### config.mk
export PLATFORM = sky130hd
export DESIGN_NAME = datagram_fragment_planner
export DESIGN_NICKNAME = d
export VERILOG_FILES = /design/src/rtl/core/dfp_pkg.sv /design/src/rtl/core/dfp_front.sv /design/src/rtl/core/dfp_queue.sv /design/src/rtl/core/dfp_back.sv /design/src/rtl/core/datagram_fragment_planner.sv
export SDC_FILE = /design/constraint.sdc
export NUM_CORES = 1
export LEC_CHECK = 0
export ABC_AREA = 1
export BUFFER_PORTS_ARGS = -buffer_cell sky130_fd_sc_hd__buf_2
export CAP_MARGIN = 20
export CORE_UTILIZATION = 39
export CTS_CLUSTER_SIZE = 10
export DETAILED_ROUTE_END_ITERATION = 6
export SYNTH_ARGS = -nofsm -noshare
export SYNTH_HDL_FRONTEND = slang
export SYNTH_SLANG_ARGS = --single-unit
### constraint.sdc
create_clock -name aclk -period 9.2 [get_ports aclk]
set_input_delay 0.46 -clock aclk [delete_from_list [all_inputs] [get_ports aclk]]
set_output_delay 0.46 -clock aclk [all_outputs]
set_load 0.02 [all_outputs]
### src/rtl/core/dfp_pkg.sv
// types, constants and codes shared by the datagram fragment planner
package dfp_pkg;

    localparam int MAX_FRAGMENTS = 64;
    localparam int MF_W = $clog2(MAX_FRAGMENTS + 1);
    localparam int QUEUE_DEPTH_DEF = 4;
    localparam logic [15:0] LINK_MTU_RESET = 16'd1500;
    localparam logic [15:0] MIN_PIECE = 16'd8;

    localparam logic [1:0] STATUS_FRAGMENT = 2'd0;
    localparam logic [1:0] STATUS_NOT_PERMITTED = 2'd1;
    localparam logic [1:0] STATUS_SPACE_LOW = 2'd2;
    localparam logic [1:0] STATUS_TOO_MANY = 2'd3;

    typedef struct packed {
        logic [15:0] datagram_length;
        logic [7:0]  header_length;
        logic        seg_permitted;
        logic        skip_checksum;
    } dfp_in_t;

    typedef struct packed {
        logic [15:0] datagram_id;
        logic [15:0] payload_offset;
        logic [15:0] fragment_size;
        logic [15:0] segment_length;
        logic        more_segments;
        logic        zero_checksum;
        logic [1:0]  status;
        logic        last;
    } dfp_out_t;

    // one classified datagram handed from front to back
    typedef struct packed {
        logic [1:0]  status;
        logic [15:0] id;
        logic [15:0] left;
        logic [15:0] space;
        logic [7:0]  hlen;
        logic        zck;
    } dfp_job_t;

endpackage

### src/rtl/core/dfp_front.sv
// front end: accepts descriptors, assigns ids and classifies each datagram
module dfp_front import dfp_pkg::*; (
    input  logic        aclk,
    input  logic        aresetn,
    input  logic        s_valid,
    output logic        s_ready,
    input  dfp_in_t     s_data,
    input  logic [15:0] link_mtu,
    output logic        push_valid,
    input  logic        push_ready,
    output dfp_job_t    push_job
);

    logic        st_valid_reg, st_valid_next;
    logic        st_empty_reg;
    logic [1:0]  st_status_reg;
    logic [15:0] st_id_reg;
    logic [15:0] st_left_reg;
    logic [15:0] st_space_reg;
    logic [7:0]  st_hlen_reg;
    logic        st_zck_reg;
    logic [15:0] id_counter_reg, id_counter_next;

    logic               accept;
    logic               st_done;
    logic               drop;
    logic               small_space;
    logic               too_many;
    logic [16+MF_W-1:0] limit;

    assign drop = st_empty_reg;
    assign push_valid = st_valid_reg && !drop;
    assign st_done = st_valid_reg && (drop || push_ready);
    assign s_ready = !st_valid_reg || st_done;
    assign accept = s_valid && s_ready;

    // header plus the minimum piece must fit into the mtu
    assign small_space = ({1'b0, 8'd0, s_data.header_length} + {1'b0, MIN_PIECE})
                         > {1'b0, link_mtu};

    // more than the allowed pieces exactly when the payload exceeds max * space
    assign limit = (16+MF_W)'(MAX_FRAGMENTS) * (16+MF_W)'(st_space_reg);
    assign too_many = (st_status_reg == STATUS_FRAGMENT)
                      && ((16+MF_W)'(st_left_reg) > limit);

    always_comb begin
        push_job.status = too_many ? STATUS_TOO_MANY : st_status_reg;
        push_job.id = st_id_reg;
        push_job.left = st_left_reg;
        push_job.space = st_space_reg;
        push_job.hlen = st_hlen_reg;
        push_job.zck = st_zck_reg;
    end

    always_comb begin
        st_valid_next = st_valid_reg;
        id_counter_next = id_counter_reg;
        if (st_done) begin
            st_valid_next = 1'b0;
        end
        if (accept) begin
            st_valid_next = 1'b1;
            if (s_data.seg_permitted) begin
                id_counter_next = id_counter_reg + 16'd1;
            end
        end
    end

    always_ff @(posedge aclk) begin
        if (!aresetn) begin
            st_valid_reg <= 1'b0;
            id_counter_reg <= 16'd0;
        end else begin
            st_valid_reg <= st_valid_next;
            id_counter_reg <= id_counter_next;
        end
    end

    always_ff @(posedge aclk) begin
        if (accept) begin
            st_empty_reg <= s_data.seg_permitted
                            && (s_data.datagram_length <= {8'd0, s_data.header_length});
            if (!s_data.seg_permitted) begin
                st_status_reg <= STATUS_NOT_PERMITTED;
            end else if (small_space) begin
                st_status_reg <= STATUS_SPACE_LOW;
            end else begin
                st_status_reg <= STATUS_FRAGMENT;
            end
            st_id_reg <= s_data.seg_permitted ? id_counter_reg : 16'd0;
            st_left_reg <= s_data.datagram_length - {8'd0, s_data.header_length};
            st_space_reg <= link_mtu - {8'd0, s_data.header_length};
            st_hlen_reg <= s_data.header_length;
            st_zck_reg <= s_data.skip_checksum;
        end
    end

endmodule

### src/rtl/core/dfp_queue.sv
// short job queue between the front and back ends
module dfp_queue import dfp_pkg::*; #(
    parameter int DEPTH = QUEUE_DEPTH_DEF
) (
    input  logic     aclk,
    input  logic     aresetn,
    input  logic     push_valid,
    output logic     push_ready,
    input  dfp_job_t push_job,
    output logic     pop_valid,
    input  logic     pop_ready,
    output dfp_job_t pop_job
);

    localparam int PTR_W = (DEPTH > 1) ? $clog2(DEPTH) : 1;
    localparam int CNT_W = $clog2(DEPTH + 1);
    localparam logic [PTR_W-1:0] LAST_PTR = PTR_W'(DEPTH - 1);
    localparam logic [CNT_W-1:0] FULL_CNT = CNT_W'(DEPTH);

    dfp_job_t         entry_reg [DEPTH];
    logic [PTR_W-1:0] wr_ptr_reg, wr_ptr_next;
    logic [PTR_W-1:0] rd_ptr_reg, rd_ptr_next;
    logic [CNT_W-1:0] count_reg, count_next;
    logic             do_push, do_pop;

    assign push_ready = (count_reg != FULL_CNT);
    assign pop_valid = (count_reg != '0);
    assign pop_job = entry_reg[rd_ptr_reg];
    assign do_push = push_valid && push_ready;
    assign do_pop = pop_valid && pop_ready;

    always_comb begin
        wr_ptr_next = wr_ptr_reg;
        rd_ptr_next = rd_ptr_reg;
        count_next = count_reg;
        if (do_push) begin
            wr_ptr_next = (wr_ptr_reg == LAST_PTR) ? '0 : wr_ptr_reg + PTR_W'(1);
        end
        if (do_pop) begin
            rd_ptr_next = (rd_ptr_reg == LAST_PTR) ? '0 : rd_ptr_reg + PTR_W'(1);
        end
        if (do_push && !do_pop) begin
            count_next = count_reg + CNT_W'(1);
        end else if (do_pop && !do_push) begin
            count_next = count_reg - CNT_W'(1);
        end
    end

    always_ff @(posedge aclk) begin
        if (!aresetn) begin
            wr_ptr_reg <= '0;
            rd_ptr_reg <= '0;
            count_reg <= '0;
        end else begin
            wr_ptr_reg <= wr_ptr_next;
            rd_ptr_reg <= rd_ptr_next;
            count_reg <= count_next;
        end
    end

    always_ff @(posedge aclk) begin
        if (do_push) begin
            entry_reg[wr_ptr_reg] <= push_job;
        end
    end

endmodule

### src/rtl/core/dfp_back.sv
// back end: walks a job one fragment per cycle into the output register while it is empty or taken
module dfp_back import dfp_pkg::*; (
    input  logic     aclk,
    input  logic     aresetn,
    input  logic     pop_valid,
    output logic     pop_ready,
    input  dfp_job_t pop_job,
    output logic     m_valid,
    input  logic     m_ready,
    output dfp_out_t m_data
);

    logic        busy_reg, busy_next;
    logic        out_valid_reg, out_valid_next;
    dfp_job_t    job_reg;
    logic [15:0] left_reg;
    logic [15:0] off_reg;
    dfp_out_t    out_reg;

    logic        emit;
    logic        fin;
    logic [15:0] over;
    logic [15:0] fs;
    dfp_out_t    result;

    assign pop_ready = !busy_reg;
    assign emit = busy_reg && (!out_valid_reg || m_ready);
    assign m_valid = out_valid_reg;
    assign m_data = out_reg;

    // a tail under the minimum piece is grown to exactly the minimum
    assign fin = (left_reg <= job_reg.space);
    assign over = left_reg - job_reg.space;
    always_comb begin
        if (fin) begin
            fs = left_reg;
        end else if (over < MIN_PIECE) begin
            fs = left_reg - MIN_PIECE;
        end else begin
            fs = job_reg.space;
        end
    end

    always_comb begin
        result = '0;
        result.datagram_id = job_reg.id;
        result.status = job_reg.status;
        result.last = 1'b1;
        if (job_reg.status == STATUS_FRAGMENT) begin
            result.payload_offset = off_reg;
            result.fragment_size = fs;
            result.segment_length = {8'd0, job_reg.hlen} + fs;
            result.more_segments = !fin;
            result.zero_checksum = job_reg.zck;
            result.last = fin;
        end
    end

    always_comb begin
        busy_next = busy_reg;
        out_valid_next = out_valid_reg;
        if (m_ready) begin
            out_valid_next = 1'b0;
        end
        if (emit) begin
            out_valid_next = 1'b1;
            if (result.last) begin
                busy_next = 1'b0;
            end
        end
        if (pop_valid && pop_ready) begin
            busy_next = 1'b1;
        end
    end

    always_ff @(posedge aclk) begin
        if (!aresetn) begin
            busy_reg <= 1'b0;
            out_valid_reg <= 1'b0;
        end else begin
            busy_reg <= busy_next;
            out_valid_reg <= out_valid_next;
        end
    end

    always_ff @(posedge aclk) begin
        if (pop_valid && pop_ready) begin
            job_reg <= pop_job;
            left_reg <= pop_job.left;
            off_reg <= 16'd0;
        end else if (emit) begin
            left_reg <= left_reg - fs;
            off_reg <= off_reg + fs;
        end
        if (emit) begin
            out_reg <= result;
        end
    end

endmodule

### src/rtl/core/datagram_fragment_planner.sv
// top level of the datagram fragment planner
// results pass the front stage register, the job queue, and the back end's job and output registers
// throughput: one result per cycle while the output is taken; the back end loads a new job only
//   when idle, so the results of a datagram (n of them, n is at most 64) do not overlap the next
// the front accepts a request per cycle while the job queue has room
// reset (synchronous, aresetn low): queue and pipelines empty, id counter 0, mtu 1500
module datagram_fragment_planner import dfp_pkg::*; #(
    parameter int QUEUE_DEPTH = QUEUE_DEPTH_DEF
) (
    input  logic        aclk,
    input  logic        aresetn,
    input  logic        s_valid,
    output logic        s_ready,
    input  dfp_in_t     s_data,
    output logic        m_valid,
    input  logic        m_ready,
    output dfp_out_t    m_data,
    input  logic        cfg_wr_en,
    input  logic [15:0] cfg_wr_data
);

    logic [15:0] link_mtu_reg;
    logic        push_valid, push_ready;
    dfp_job_t    push_job;
    logic        pop_valid, pop_ready;
    dfp_job_t    pop_job;

    always_ff @(posedge aclk) begin
        if (!aresetn) begin
            link_mtu_reg <= LINK_MTU_RESET;
        end else if (cfg_wr_en) begin
            link_mtu_reg <= cfg_wr_data;
        end
    end

    dfp_front u_front (
        .aclk       (aclk),
        .aresetn    (aresetn),
        .s_valid    (s_valid),
        .s_ready    (s_ready),
        .s_data     (s_data),
        .link_mtu   (link_mtu_reg),
        .push_valid (push_valid),
        .push_ready (push_ready),
        .push_job   (push_job)
    );

    dfp_queue #(
        .DEPTH (QUEUE_DEPTH)
    ) u_queue (
        .aclk       (aclk),
        .aresetn    (aresetn),
        .push_valid (push_valid),
        .push_ready (push_ready),
        .push_job   (push_job),
        .pop_valid  (pop_valid),
        .pop_ready  (pop_ready),
        .pop_job    (pop_job)
    );

    dfp_back u_back (
        .aclk      (aclk),
        .aresetn   (aresetn),
        .pop_valid (pop_valid),
        .pop_ready (pop_ready),
        .pop_job   (pop_job),
        .m_valid   (m_valid),
        .m_ready   (m_ready),
        .m_data    (m_data)
    );

endmodule
==> impl.org <==
** Run status
- The run finished with clean final reports.

** Pwr
- In this run the power density over the cells is 402 nW/um2.
- Leakage dissipation :: 10.1 nW
- For this design the total switching power over the nets is between 4 and 5 mW.
- Share of total power consumed by net switching :: a little over two fifths
- Cell internal power was estimated by the tool at about 5.7 mW.
- Combinational logic is responsible for 47.0% of the overall power.
- Worst ir drop on vdd :: 213 uV
- Sequential cells account for 32.8% of the total power.
- Share of power burned in the clock network :: 20.1%

** Placement
- Count of buffers inserted at the top-level ports :: 117
- Including well taps, the total number of placed cells is 2856.
- RePlAce Congestion :: around 0.9
- The HPWL after detailed placement is approximately 36000 um.
- Timing analysis after detailed placement gives a worst setup slack of 3.63 ns.

** STA
- Fin crit period :: 5.66 ns
- Final setup vio count :: 0
- Peak Freq :: about 180 MHz
- Final Hold Fails :: 0
- Fin Clk Skew :: 0.0197 ns
- Max-slew violations :: 0
- Setup TNS :: 0 ns
- Period utilisation layout :: 61.5%
- Setup repair after global routing missed its margin :: false
- After layout, the worst setup slack is 3.54 ns.
- Max-Slew Margin vs Limit :: between 30% and 40%
- At the pin with the least slew margin, the transition time is a little over 1 ns.

** Routing
- The final layout contains routed wiring with a total length of ~53000 um.
- Using the TritonRoute via totals, the vias-per-cell ratio works out to 5.03.
- Wirelength per Cell :: 17.8 um
- For this block, the initial DRC count from the detailed router was 1188.
- For this run, the detailed router's first-pass iteration total came to 5.
- DRC violation count after routing :: 0
- Remaining number of nets flagged by the antenna check after routing :: 0
- Total via count after detailed routing :: 14913

** Die
- In this run the vertical extent of the chip is 240 um.
- Total number of placement rows :: 86
- The floorplan step defined a die boundary enclosing 57500 um2.
- During I/O placement, the number of pins put on the boundary was 118.
- Once the floorplan was initialized, standard cells occupied between 30% and 40% of the core.
- Chip width :: 240 um
- Core Area :: ~55000 um2

** Setup path
- Cell mode on critical path :: sky130_fd_sc_hd__nand2_1
- The largest single stage delay on the critical path is 0.50 ns.
- Setup slack on the worst reg-to-reg path comes out at 3.54 ns.
- In this design, the largest share of critical-path delay is due to simple AND/OR/NAND/NOR gates.
- Critical path class :: reg2reg
- Peak fanout along the critical path :: 13
- Data arrival time at the worst-slack endpoint :: between 6 and 7 ns
- STA classifies the critical path endpoint as a register.
- The critical path contains buffers and inverters numbering 5 combined.
- The slowest stage of the critical path is the sky130_fd_sc_hd__edfxtp_1 cell.
- The worst setup path is launched from a register.
- Required time at the worst-slack endpoint :: 9.71 ns

** Cells and area
- Layout overhead on the synthesized area :: 14.1%
- Leaving out fill and tap cells, the most frequent cells in the layout are 424 x sky130_fd_sc_hd__edfxtp_1, 290 x sky130_fd_sc_hd__nand2_1, 241 x sky130_fd_sc_hd__inv_1.
- The filler cells instantiated in the layout total 5100.
- Number of standard cells in the final layout excluding fillers :: 2962
- The register with the most flip-flops in the layout has 236 of them.
- Register area :: 13900 um2
- Layout cells sized above 1 :: 10.7%
- The multi-input combinational cells in the finished layout cover a total of 6960 um2.
- After the last flow step, the layout net total stands at 2317.
- Antenna diode count :: 0
- Most common cell after layout, fill and taps aside :: sky130_fd_sc_hd__edfxtp_1

** Yosys
- Sequential element share of the synthesized area :: 63.2%
- When the netlist entered floorplanning its net count stood at 2186.
- Post-synthesis register bit count :: 484
- Yosys printed 0 warnings.
- Post-synthesis cell type count :: 53
- Share of Yosys cell area claimed by the top area cell type :: between 50% and 60%
- Ranking of synthesized cells by area :: sky130_fd_sc_hd__edfxtp_1 58%, sky130_fd_sc_hd__ha_1 5.6%, sky130_fd_sc_hd__dfxtp_1 5.5%
- Area leader, netlist :: sky130_fd_sc_hd__edfxtp_1
- Mean cell area of the mapped netlist :: 10.8 um2
- After technology mapping, the gate count stands at 2035.
- Post-synthesis cell area :: roughly 22000 um2

** Flow run
- Max-cap viol count :: 0

** CTS
- Number of resized instances in the post-cts repair step :: 0
- Hold repair after CTS inserted 0 buffers.
- Clock-pin slew was measured on the worst setup and hold paths at 0.07 ns.
- Number of buffers on the longest clock path :: 3
- The number of setup buffers added after CTS is 0.
- Latest clock arrival within the worst-skew pair :: 0.62 ns
- TritonCTS clock tree :: yes
- Clock net sink count :: 484
- Clock Root Buffer :: sky130_fd_sc_hd__clkbuf_16
- Maximum level of the CTS H-tree :: 2
- Number of clock buffers inserted by TritonCTS :: 56

** GRT
- Initial antenna violation count :: 1
- Summed over all layers, the global routing overflow is 0.
- First-pass GRT wire length :: 80800 um
- Largest net degree at the start of global routing :: approximately 90
- The via count of the first global-routing pass was around 15000.
- In the global route stage, overall resource usage came out at about 18%.

** Min path
- The min-delay analysis places its worst path in the category in2reg.
-- worst reg2reg max path: cells and delay by family, from the launching register on --
kind	cells	cell delay [ns]
xor gates and xnor gates	1	0.16
and+or+nand+nor	13	2.04
AOI/OAI and AO/OA	6	1.21
buffers and inverters	5	0.83
DFF	1	0.50
adders and majority gates	2	0.80
-- path summary, 6_finish.rpt --
check	cells after the start	endpoint	startpoint
worst max-delay path	27	u_back.off_reg[14]$_SDFFE_PP0P_	u_back.left_reg[10]$_DFFE_PP_
worst min-delay path	1	u_front.st_zck_reg$_DFFE_PP_	s_data[0]
worst max register to register	27	u_back.off_reg[14]$_SDFFE_PP0P_	u_back.left_reg[10]$_DFFE_PP_
worst min register to register	0	u_back.m_data[63]$_DFFE_PP_	u_back.job_reg[51]$_DFFE_PP_
-- cells by family after synthesis --
group | after synthesis | synth area share [%]
fa+ha+maj | 104 | 6.11
simple gates | 663 | 12.8
buf+inv | 310 | 5.35
flops | 484 | 63.2
compound gates | 416 | 10.2
xor+xnor | 58 | 2.30
-- stage by stage --
step	util, %	total power [mW]	hold WS [ns]	instance area, um2
6_report	45.4	10.1	0.0409	25200
3_5_place_dp	42.4	8.11	0.405	23500
4_1_cts	45.4	10.2	0.00251	25200
5_1_grt	45.4	10.9	0.00779	25200
2_1_floorplan	-	6.69	0.400	22000
3_3_place_gp	42.4	8.08	0.402	23500
-- power groups by stage --
stage / registers [mW] / logic [mW] / clock network, mW
3_5_place_dp: 3.37 / 4.74 / 0
5_1_grt: 3.36 / 5.34 / 2.17
4_1_cts: 3.32 / 4.77 / 2.09
6_report: 3.32 / 4.76 / 2.04
2_1_floorplan: 3.41 / 3.28 / 0
3_3_place_gp: 3.35 / 4.73 / 0
-- final cells by class --
class	instances	share of cell area, %
Clock buffer	98	6.20
Clock inverter	8	0.468
Inverter	252	3.77
Multi-Input combinational cell	1241	27.7
Sequential cell	484	55.4
Tap cell	748	3.72
Timing Repair Buffer	131	2.75
-- Yosys cell counts (all sizes together) --
cell type	instances
nor2	246
inv	249
edfxtp	424
a2111oi	1
nand3b	6
or4	2
or2	2
a21boi	3
nand2	302
ha	98
o22ai	59
xnor2	20
dfxtp	60
nand4	19
buf	4
clkinv	3
nor4	3
nor3b	4
a22o	1
o21a	4
a211o	1
nand3	54
o211ai	6
o211a	1
and2	2
a31oi	7
a21o	2
a211oi	4
o31ai	1
o21ai	208
clkbuf	54
fa	6
o21bai	3
a32oi	1
a21oi	112
xor2	38
and3	1
a221oi	1
nor3	22
o2111ai	1
-- metal layers --
metal	GRT usage, %	part of all wire [%]
met4	6.31	2.7
met2	30.0	46
met1	24.6	45
met3	3.41	5.9
met5	0	0
No activity file was read; power rests on OpenSTA's default activity.
